### src/rtl/core/csc_smv_pkg.sv
`timescale 1ns / 1ps

package csc_smv_pkg;

    localparam int IDX_W     = 10;
    localparam int X_W       = 32;
    localparam int Y_W       = 48;
    localparam int CFG_W     = 11;
    localparam int PROD_W    = 2 * X_W;
    localparam int FRAC_W    = 16;
    localparam int S_TDATA_W = 56;
    localparam int M_TDATA_W = 64;

    localparam logic [CFG_W-1:0] NUM_ROWS_RST = 11'd1024;

    typedef enum logic [1:0] {
        OP_LOAD_X = 2'd0,
        OP_ACCUM  = 2'd1,
        OP_CLEAR  = 2'd2,
        OP_READ   = 2'd3
    } op_t;

    // controller -> datapath
    typedef struct packed {
        logic capture;
        logic x_wr;
        logic rd_x;
        logic rd_y;
        logic mul_en;
        logic add_en;
        logic y_wr_sum;
        logic clr_init;
        logic clr_wr;
        logic out_load;
    } dp_cmd_t;

    // datapath -> controller
    typedef struct packed {
        op_t  op;
        logic row_ok;
        logic col_ok;
        logic clr_empty;
        logic clr_last;
        logic out_busy;
    } dp_stat_t;

endpackage

### src/rtl/core/csc_smv_ctrl.sv
`timescale 1ns / 1ps

module csc_smv_ctrl (
    input  logic                  aclk,
    input  logic                  aresetn,
    input  logic                  s_tvalid,
    output logic                  s_tready,
    input  csc_smv_pkg::dp_stat_t stat,
    output csc_smv_pkg::dp_cmd_t  cmd
);

    typedef enum logic [6:0] {
        ST_IDLE = 7'b0000001,
        ST_EXEC = 7'b0000010,
        ST_MUL  = 7'b0000100,
        ST_ADD  = 7'b0001000,
        ST_WB   = 7'b0010000,
        ST_CLR  = 7'b0100000,
        ST_RESP = 7'b1000000
    } state_t;

    state_t state_reg;
    state_t state_next;

    // reset enters the clear sweep so y starts at zero
    always_ff @(posedge aclk) begin
        if (!aresetn) begin
            state_reg <= ST_CLR;
        end else begin
            state_reg <= state_next;
        end
    end

    always_comb begin
        state_next = state_reg;
        cmd        = '0;
        s_tready   = 1'b0;
        unique case (state_reg)
            ST_IDLE: begin
                s_tready    = 1'b1;
                cmd.capture = s_tvalid;
                if (s_tvalid) begin
                    state_next = ST_EXEC;
                end
            end
            ST_EXEC: begin
                unique case (stat.op)
                    csc_smv_pkg::OP_LOAD_X: begin
                        cmd.x_wr   = stat.col_ok;
                        state_next = ST_IDLE;
                    end
                    csc_smv_pkg::OP_ACCUM: begin
                        if (stat.row_ok && stat.col_ok) begin
                            cmd.rd_x   = 1'b1;
                            cmd.rd_y   = 1'b1;
                            state_next = ST_MUL;
                        end else begin
                            state_next = ST_IDLE;
                        end
                    end
                    csc_smv_pkg::OP_CLEAR: begin
                        cmd.clr_init = 1'b1;
                        state_next   = ST_CLR;
                    end
                    csc_smv_pkg::OP_READ: begin
                        cmd.rd_y   = stat.row_ok;
                        state_next = ST_RESP;
                    end
                    default: begin
                        state_next = ST_IDLE;
                    end
                endcase
            end
            ST_MUL: begin
                cmd.mul_en = 1'b1;
                state_next = ST_ADD;
            end
            ST_ADD: begin
                cmd.add_en = 1'b1;
                state_next = ST_WB;
            end
            ST_WB: begin
                cmd.y_wr_sum = 1'b1;
                state_next   = ST_IDLE;
            end
            ST_CLR: begin
                if (stat.clr_empty) begin
                    state_next = ST_IDLE;
                end else begin
                    cmd.clr_wr = 1'b1;
                    if (stat.clr_last) begin
                        state_next = ST_IDLE;
                    end
                end
            end
            ST_RESP: begin
                if (!stat.out_busy) begin
                    cmd.out_load = 1'b1;
                    state_next   = ST_IDLE;
                end
            end
            default: begin
                state_next = ST_IDLE;
            end
        endcase
    end

    a_accept_exec : assert property (@(posedge aclk) disable iff (!aresetn)
        (s_tvalid && s_tready) |=> (state_reg == ST_EXEC))
        else $error("accepted word not executed next cycle");

    a_load_free : assert property (@(posedge aclk) disable iff (!aresetn)
        cmd.out_load |-> !stat.out_busy)
        else $error("result loaded over a pending result");

    a_state_onehot : assert property (@(posedge aclk) disable iff (!aresetn)
        $onehot(state_reg))
        else $error("state register not one-hot");

endmodule

### config.mk
export PLATFORM = sky130hd
export DESIGN_NAME = csc_smv_ctrl
export DESIGN_NICKNAME = d
export VERILOG_FILES = /design/src/rtl/core/csc_smv_pkg.sv /design/src/rtl/core/csc_smv_ctrl.sv
export SDC_FILE = /design/constraint.sdc
export NUM_CORES = 1
export LEC_CHECK = 0
export ABC_AREA = 1
export BUFFER_PORTS_ARGS = -buffer_cell sky130_fd_sc_hd__clkbuf_2
export CAP_MARGIN = 30
export CORE_AREA = 3 3 40 42
export DETAILED_ROUTE_END_ITERATION = 8
export DIE_AREA = 0 0 43 45
export SKIP_LAST_GASP = 1
export SYNTH_ARGS = -nofsm -noshare
export SYNTH_HDL_FRONTEND = slang
export SYNTH_SLANG_ARGS = --single-unit
### constraint.sdc
create_clock -name aclk -period 2.5 [get_ports aclk]
set_clock_uncertainty 0.05 [all_clocks]
set_input_delay 0.375 -clock aclk [delete_from_list [all_inputs] [get_ports aclk]]
set_output_delay 0.375 -clock aclk [all_outputs]
set_load 0.01 [all_outputs]
# Word-level counts from Yosys, hierarchy flattened
# Cells that the tools add are included.
# W data, S select, Z words.
[word_totals] register_bits=7 input_bits=10 output_inout_bits=11 elab_cells=40
[op_classes] eq_ne=13 n_mux=23 n_reduce_logical=3
[op_table] operator="$pmux W7 S6" count=1
[op_table] operator="$mux W7" count=4
[op_table] operator="$pmux W7 S4" count=1
[op_table] operator="$mux W1" count=13
[op_table] operator="$eq A7 B1 Y1 const B" count=1
[op_table] operator="$eq A7 B2 Y1 const B" count=1
[op_table] operator="$eq A7 B3 Y1 const B" count=1
[op_table] operator="$eq A7 B4 Y1 const B" count=1
[op_table] operator="$eq A7 B5 Y1 const B" count=1
[op_table] operator="$eq A7 B6 Y1 const B" count=1
[op_table] operator="$eq A7 B7 Y1 const B" count=1
[op_table] operator="$mux W3" count=2
[op_table] operator="$eq A2 B2 Y1 const B" count=2
[op_table] operator="$ne A2 B2 Y1 const B" count=2
[op_table] operator="$ne A3 B3 Y1 const B" count=1
[op_table] operator="$reduce_and A3 Y1" count=1
[op_table] operator="$eq A2 B1 Y1 const B" count=1
[op_table] operator="$logic_not A2 Y1" count=1
[op_table] operator="$mux W2" count=1
[op_table] operator="$pmux W1 S2" count=1
[op_table] operator="$logic_and A1 B1 Y1" count=1

# Logic depth before layout (Yosys ltp)
# Gate-level depths: netlist of the first run.
[logic_depth] ltp_word=4 ltp_mapped=9 mapped_depth_nobuf=9

# Least setup slack after synthesis of the first run
# OpenSTA, ideal clock, no wires.
[synth_timing] path_type="register -> output" start="register state_reg[5]" end="output port cmd[6] in the netlist's numbering" arrival_ns=1.034 t_required_ns=2.075 slack_ns=1.041 stages_incl_launch_ff=7 path_buffers=0 path_cell_list="dfxtp_1 inv_2 nand3_4 nor2_4 nand2_1 or2_4 nand2_1"
[synth_rtl] element="start: declaration" line_no="csc_smv_ctrl.sv:22" text="state_t state_reg;"
[synth_rtl] element="start signal: assignment" line_no="csc_smv_ctrl.sv:30" text="state_reg <= state_next;"
[synth_rtl] element="end: declaration" line_no="csc_smv_ctrl.sv:9" text="output csc_smv_pkg::dp_cmd_t cmd"

==> flow_summary.ini, run 1 <==
[clock_tree]
cts_tree = yes
cts_resized = 0
cts_setup_buffers = 0
clk_pin_slew_ps = 50
clkLatencyLatePin_ps = 250
cts.htree.levels = 1
clock_path_buffers = 2
clock-root-buffer = clkbuf_4
clkSinkCount = 7
cts_buffers = 3
postCtsHoldBufs = 0

[grt]
grt_pass1_vias = 453
grt_pass1_wl_um = 1750
antenna_found_initial = 0
grtUsageTotal_pct = 12.2
grt_max_degree = 7
overflow = 0

[setup_path]
critPathLaunch = state_reg[5]
rr_worst_depth = 7
rr_startpoint = state_reg[5]
r2r_setup_slack_ps = 1240
required_ps = 2080
path_cells = inv_2 > nand3_4 > nor2_4 > nand2_1 > or2_4 > nand2_1 > clkbuf_2
crit_arrival_ps = 1440
slowest_stage = dfxtp_1
cp_max_fo = 6
cpLargestDelayFamily = simple AND/OR/NAND/NOR gates
cpPeakStageDelay_ps = 330
crit_type = reg2out
cp-end-kind = output port
crit_path_frequent_cell = nand2_1
cp_num_buf_inv = 2
critPathLaunchType = register
regToRegEndpoint = state_reg[6]

[place]
dp_hpwl_um = 886
dpl_cell_area_um2 = 592
portBuffers = 20
place_congestion = 0.781

[routing]
vias = 517
ant_nets = 0
post_drt_wl_per_cell_um = 9.08
drt_iter0_drc = 15
dr.pass1.iters = 4
routed_wl_um = 1050
vias_per_cell = 4.46
drc = 0

[finish]
layout_commonest_cell = clkbuf_2
fillerInstances = 127
postLayoutCellArea_um2 = 618
drive_gt1_share_pct = 33.7
largest_reg_flops = 7
layout.nets = 112
seqCellArea_um2 = 140
multi_input_area_um2 = 277
antenna_cells_inserted = 0
most-common-layout-cells = 20 x clkbuf_2, 19 x nor2_1, 14 x nand2_1
area_delta_synth_final_pct = 28.6

[run_status]
status = finished clean

[timing]
max_freq_mhz = 537
tightest_slew_ps = 221
fin_crit_ps = 1860
finalCritPeriodShare_pct = 74.4
final_hold_viol_count = 0
tns_ps = 0
rsz0062_at_grt = no
max_slew_margin_pct = 85.2
drv_slew = 0
setup_viol = 0
holdWs_ps = 308

[synth]
netlist_area_um2 = 480
synth_cell_types = 17
ys_warn_count = 0
synth_seq_cells = 7
syn_avg_cell_area_um2 = 6.16
syn_inst = 78
synth_fp_nets = 88
seq_area_frac_synth_pct = 29.2

[min_path]
holdPathEnd = state_reg[5]
holdPathStages = 2
hp-start = aresetn
hp-class = in2reg

[die]
io_pins = 21
fp.dieH_um = 45
start_util_pct = 37.4
coreArea_mm2 = 0.00128
die_area_mm2 = 0.00194
num_rows = 13
die_w_um = 43

[power_and_ir_drop]
powerDensity_mw_per_mm2 = 458
leakage_uw = 0.000343
vdd_drop_max_mv = 0.207
finalPower_uw = 283

[flow_run]
maxCapViolations = 0
==> report_power, final <==
| group | internal (µW) | total (µW) | switching, µW |
|---|---|---|---|
| clock | 60.8 | 100 | 39.7 |
| combinational | 24.2 | 61.8 | 37.7 |
| sequential | 117 | 121 | 3.82 |
==> cells by family after synthesis <==
logic type,share of synthesized area (%)
and+or+nand+nor,56.0
buffers and inverters,13.3
DFF,29.2
AOI/OAI and AO/OA,1.56
==> final cells by class <==
cell class              instances  area share [%]
multi-input cells              55            44.7
flip-flops and latches          7            22.7
repair buffers                 20            16.2
inverters                      15            9.11
clock buffers                   4            4.25
well taps                      15            3.04
==> per-stage QoR <==
step / setup WS [ps] / std cells / utilization, %
2_1_floorplan: 1040 / 78 / -
3_3_place_gp: 911 / 112 / 46.1
3_5_place_dp: 902 / 112 / 46.1
4_1_cts: 628 / 116 / 48.1
5_1_grt: 497 / 116 / 48.1
6_report: 639 / 116 / 48.1
==> how the worst max path moves through the flow <==
stage / end / slack, ps / depth (start not counted)
final: cmd[6] / 640 / 7
after global routing: cmd[6] / 500 / 9
after CTS: cmd[6] / 630 / 7
after detailed placement: cmd[6] / 900 / 7
after global placement: cmd[6] / 910 / 8
after floorplan: cmd[6] / 1040 / 6
==> cell usage after synthesis <==
cell type  count  area [µm²]
inv_1         12        45.0
dfxtp_1        7         140
nor2_2         2        12.5
or2_4          1        8.76
nand3_2        1        10.0
nand3_4        1        17.5
o211ai_1       1        7.51
and2_4         1        8.76
nor2_1        19        71.3
nor2_4         1        11.3
nand3_1        7        35.0
inv_2          3        11.3
buf_4          1        7.51
nor4_1         1        6.26
nor3_1         5        25.0
nand2_1       14        52.6
nor3_2         1        10.0
==> per-layer routing <==
layer | share of wire, % | global-route usage [%] | vias to the layer above
li1 | - | - | 286
met1 | 44 | 12.8 | 210
met2 | 47 | 21.9 | 19
met3 | 6.9 | 2.39 | 2
met4 | 1.8 | 9.04 | 0
met5 | 0 | 0 | -
(Power assumes the default switching activity.)
==> run 2, diff against run 1 <==
--- a/config.mk
+++ b/config.mk
@@ -11,6 +11,7 @@
 export CORE_AREA = 3 3 40 42
 export DETAILED_ROUTE_END_ITERATION = 8
 export DIE_AREA = 0 0 43 45
+export PLACE_DENSITY = 0.66
 export SKIP_LAST_GASP = 1
 export SYNTH_ARGS = -nofsm -noshare
 export SYNTH_HDL_FRONTEND = slang
==> constraint.sdc (replaced) <==
create_clock -name aclk -period 1.6 [get_ports aclk]
set_clock_uncertainty 0.05 [all_clocks]
set_input_delay 0.24 -clock aclk [delete_from_list [all_inputs] [get_ports aclk]]
set_output_delay 0.24 -clock aclk [all_outputs]
set_load 0.01 [all_outputs]
==> run 2 against run 1 <==
Compared with the run above:
- the run now ends with negative setup slack left
- count of clock-buffer cells in the layout down 1
- total power grew 61%
- sequential power grew 57%
- worst hold slack worse by 150 ps
- critical path depth is the same
- global-route usage rose by 0.78 points
- utilization is 7.2 points higher
- setup slack got worse by 720 ps
- sequential share of layout area is 2.4 points lower
- via count is 7.5% higher
- combinational power rose by 76%
- flip-flop and latch count unchanged
- critical path type unchanged
- critical endpoint unchanged
==> flow_summary.ini, run 2 (same netlist as run 1, synthesis figures left out) <==
[setup_path]
slowest_stage = dfxtp_2
cp_max_fo = 6
r2r_setup_slack_ps = 200
cp_num_cells = 7
cpLargestDelayFamily = simple AND/OR/NAND/NOR gates
crit_type = reg2out
path_cells = inv_2 > nand3_4 > nor2_4 > nand2_2 > or2_4 > nand2_1 > buf_2
critPathCapture = cmd[6]
cp_num_buf_inv = 2
critPathLaunchType = register
crit_arrival_ps = 1390
regToRegEndpoint = state_reg[0]
cpPeakStageDelay_ps = 320
critPathLaunch = state_reg[6]
cp-end-kind = output port
required_ps = 1310
rr_startpoint = state_reg[5]
rr_worst_depth = 11

[flow_run]
maxCapViolations = 0

[grt]
antenna_found_initial = 0
grt_pass1_wl_um = 1950
grt_max_degree = 7
overflow = 0
grtUsageTotal_pct = 13.0
grt_pass1_vias = 530

[finish]
largest_reg_flops = 7
layout.nets = 121
antenna_cells_inserted = 0
seqCellArea_um2 = 144
finish.utilization_pct = 55.3
fillerInstances = 130
postLayoutCellArea_um2 = 711
multi_input_area_um2 = 297
layout_commonest_cell = clkbuf_2
area_delta_synth_final_pct = 47.9
most-common-layout-cells = 16 x clkbuf_2, 15 x nor2_1, 12 x inv_1, 12 x nand2_1, 9 x buf_4
drive_gt1_share_pct = 48.2

[timing]
setup_viol = 4
max_slew_margin_pct = 83.5
max_freq_mhz = 594
finalWorstSetupSlack_ps = -83.1
drv_slew = 0
rsz0062_at_grt = yes
holdWs_ps = 163
final_hold_viol_count = 0
finalCritPeriodShare_pct = 105
tns_ps = -198
tightest_slew_ps = 245
fin_crit_ps = 1680

[place]
place_congestion = 0.763
portBuffers = 20
dp_hpwl_um = 875
pre_cts_slack_ps = 133
dpl_cell_area_um2 = 592

[min_path]
hp-class = in2reg

[run_status]
violations = negative setup slack
status = finished, violations left

[clock_tree]
cts_buffers = 3
clkSinkCount = 7
clock_path_buffers = 2
cts_tree = yes
cts.htree.levels = 1
postCtsHoldBufs = 0
clock-root-buffer = clkbuf_4
clkLatencyLatePin_ps = 250
clk_pin_slew_ps = 60

[routing]
vias = 556
drt_iter0_drc = 3
routed_wl_um = 1160
drc = 0
ant_nets = 0
dr.pass1.iters = 4
post_drt_wl_per_cell_um = 9.26
vias_per_cell = 4.45

[die]
num_rows = 13
die_area_mm2 = 0.00194
fp.dieH_um = 45
io_pins = 21
start_util_pct = 37.4
die_w_um = 43
coreArea_mm2 = 0.00128

[power_and_ir_drop]
leakage_uw = 0.000396
powerDensity_mw_per_mm2 = 639
vdd_drop_max_mv = 0.293
==> run 2: cell count changes in the layout (fill, tap and decap cells not counted), sizes merged <==
cell | previous run | this run
buf | 0 | 13
clkbuf | 24 | 19
clkinv | 0 | 1
==> run 2: cell type report <==
class	instances	area share, %
clock buffer	3	3.17
clock inverter	1	0.704
inverter	15	7.92
multi-input combinational	55	41.7
sequential	7	20.2
tap	15	2.64
timing repair buffer	29	23.6
==> run 2: worst min-delay path by stage <==
stage          cells past startpoint      endpoint  slack, ps     from
6_report                           2  state_reg[5]        160  aresetn
5_1_grt                            2  state_reg[5]        190  aresetn
4_1_cts                            2  state_reg[5]        160  aresetn
3_5_place_dp                       2  state_reg[5]        420  aresetn
3_3_place_gp                       2  state_reg[5]        430  aresetn
2_1_floorplan                      1  state_reg[5]        290  aresetn
==> run 2: per-stage QoR <==
| stage | power, µW | instances |
|---|---|---|
| floorplan | 257 | 78 |
| global placement | 288 | 112 |
| detailed placement | 288 | 112 |
| CTS | 449 | 121 |
| global route | 480 | 125 |
| finish | 454 | 125 |
==> run 2: report_power, final <==
part	internal [µW]	total (µW)	switching (µW)
Combinational	46.9	109	61.9
Clock	91.2	155	64.1
Sequential	183	190	7.06
==> run 2: metal layers <==
| layer | track usage (%) | up-vias | wire length [µm] | part of all wire, % |
|---|---|---|---|---|
| li1 | - | 305 | - | - |
| met1 | 13.8 | 238 | 498 | 43 |
| met2 | 26.9 | 13 | 617 | 53 |
| met3 | 1.20 | 0 | 40 | 3.5 |
| met4 | 3.61 | 0 | 0 | 0 |
| met5 | 0 | - | 0 | 0 |
==> run 2: what timing repair did <==
item,CTS,global route
cloned,0,0
buffers inserted,5,4
setup endpoints to repair,4,7
pin swaps,2,2
resized for setup,5,9
==> run 3, diff against run 2 <==
--- a/config.mk
+++ b/config.mk
@@ -11,7 +11,6 @@
 export CORE_AREA = 3 3 40 42
 export DETAILED_ROUTE_END_ITERATION = 8
 export DIE_AREA = 0 0 43 45
-export PLACE_DENSITY = 0.66
 export SKIP_LAST_GASP = 1
 export SYNTH_ARGS = -nofsm -noshare
 export SYNTH_HDL_FRONTEND = slang
==> constraint.sdc (replaced) <==
create_clock -name aclk -period 1.7 [get_ports aclk]
set_clock_uncertainty 0.05 [all_clocks]
set_input_delay 0.255 -clock aclk [delete_from_list [all_inputs] [get_ports aclk]]
set_output_delay 0.255 -clock aclk [all_outputs]
set_load 0.01 [all_outputs]
==> run 3 against run 2 <==
Compared with the run above:
- the run still ends with negative setup slack left
- sequential share of layout area grew 0.15 points
- clock power fell by 4%
- sequential power shrank 6%
- largest cell class unchanged
- highest routed layer unchanged
==> flow_summary.ini, run 3 (same netlist as run 1, synthesis figures left out) <==
[run_status]
status = finished, violations left
violations = negative setup slack

[setup_path]
crit_type = reg2out
cp-end-kind = output port
critPathLaunchType = register
r2r_setup_slack_ps = 370
rr_startpoint = state_reg[5]
cp_max_fo = 4
path_cells = inv_2 > nand3_4 > nor2_4 > nand2_2 > or2_4 > inv_1 > buf_2
cpPeakStageDelay_ps = 330
crit_arrival_ps = 1400
regToRegEndpoint = state_reg[2]
slowest_stage = dfxtp_1
rr_worst_depth = 7
required_ps = 1390

[routing]
wl_met1_um = 519
drt_iter0_drc = 16
drc = 0
dr.pass1.iters = 4
routed_wl_um = 1220
ant_nets = 0
routed.top_layer = met3
wl_met2_um = 627
post_drt_wl_per_cell_um = 9.91
vias_per_cell = 4.55
dr_wl_met3_um = 72
vias = 560

[timing]
rsz0062_at_grt = yes
setup_viol = 1
finalCritPeriodShare_pct = 100
fin_crit_ps = 1700
tightest_slew_ps = 210
drv_slew = 0
max_freq_mhz = 588
holdWs_ps = 190
final_hold_viol_count = 0
finalWorstSetupSlack_ps = -0.478
max_slew_margin_pct = 85.9

[power_and_ir_drop]
vdd_drop_max_mv = 0.300
finalPower_uw = 428
leakage_uw = 0.000379
powerDensity_mw_per_mm2 = 618

[min_path]
hp-class = in2reg
hp-start = stat[1]
holdPathStages = 2
holdPathEnd = state_reg[5]

[grt]
grt_max_degree = 7
antenna_found_initial = 0
grt_pass1_wl_um = 1810
grtUsageTotal_pct = 12.6
grt_pass1_vias = 474
overflow = 0

[clock_tree]
cts_tree = yes
clk_pin_slew_ps = 50
clock-root-buffer = clkbuf_4
clkLatencyLatePin_ps = 250
cts.htree.levels = 1
clock_path_buffers = 2
cts_buffers = 3
postCtsHoldBufs = 0
clkSinkCount = 7

[place]
placed_cells = 112
dpl_cell_area_um2 = 592
portBuffers = 20
dp_hpwl_um = 886
place_congestion = 0.781

[finish]
most-common-layout-cells = 17 x nor2_1, 17 x clkbuf_2, 11 x inv_1
layout.nets = 119
drive_gt1_share_pct = 45.4
area_delta_synth_final_pct = 44.3
antenna_cells_inserted = 0
fillerInstances = 122
finish.utilization_pct = 53.9
postLayoutCellArea_um2 = 693
stdcell_count = 123
largest_reg_flops = 7

[die]
fp.dieH_um = 45
num_rows = 13
die_w_um = 43
start_util_pct = 37.4
die_area_mm2 = 0.00194
coreArea_mm2 = 0.00128
io_pins = 21

[flow_run]
maxCapViolations = 0
run 3: cell type report:
class / count / area (µm²) / share of cell area (%)
well taps: 15 / 18.8 / 2.71
repair buffers: 27 / 159 / 22.9
clock buffers: 4 / 26.3 / 3.79
inverters: 15 / 56.3 / 8.12
multi-input cells: 55 / 292 / 42.1
flip-flops and latches: 7 / 141 / 20.4
run 3: how the worst max path moves through the flow:
stage / from / end / cells past startpoint
after floorplan: state_reg[5] / cmd[6] / 6
after global placement: state_reg[1] / cmd[6] / 8
after detailed placement: state_reg[5] / cmd[6] / 7
after CTS: state_reg[1] / cmd[6] / 8
after global routing: state_reg[5] / cmd[6] / 8
final: state_reg[5] / cmd[7] / 7
run 3: report_power, final:
part           switching (µW)  internal [µW]  leakage, µW
Clock                    59.2           89.4    0.0000150
Combinational            59.6           41.7     0.000306
Sequential               6.11            172    0.0000577
Total                     125            303     0.000379
run 3: worst max-delay path: cells and delay by family, from the launching register on:
kind | cells | cell delay [ps]
flip-flops | 1 | 330
buffers and inverters | 3 | 250
AND/OR/NAND/NOR | 4 | 560
run 3: through the flow:
step	setup TNS, ps	worst slack (ps)
after detailed placement	0	222
after global placement	0	230
after global routing	-306	-86.5
final	-0.478	-0.478
after CTS	-14.3	-14.3
after floorplan	0	361
run 3: per-layer routing:
layer | vias to the layer above | track usage, %
met5 | - | 0
met4 | 0 | 9.04
met3 | 0 | 2.39
met2 | 15 | 23.1
met1 | 244 | 12.8
li1 | 301 | -
run 3: what timing repair did:
action	in CTS	in global routing
pin swaps	2	9
setup endpoints to repair	2	4
resized for setup	2	10
setup buffers	3	4
hold endpoints to repair	0	0
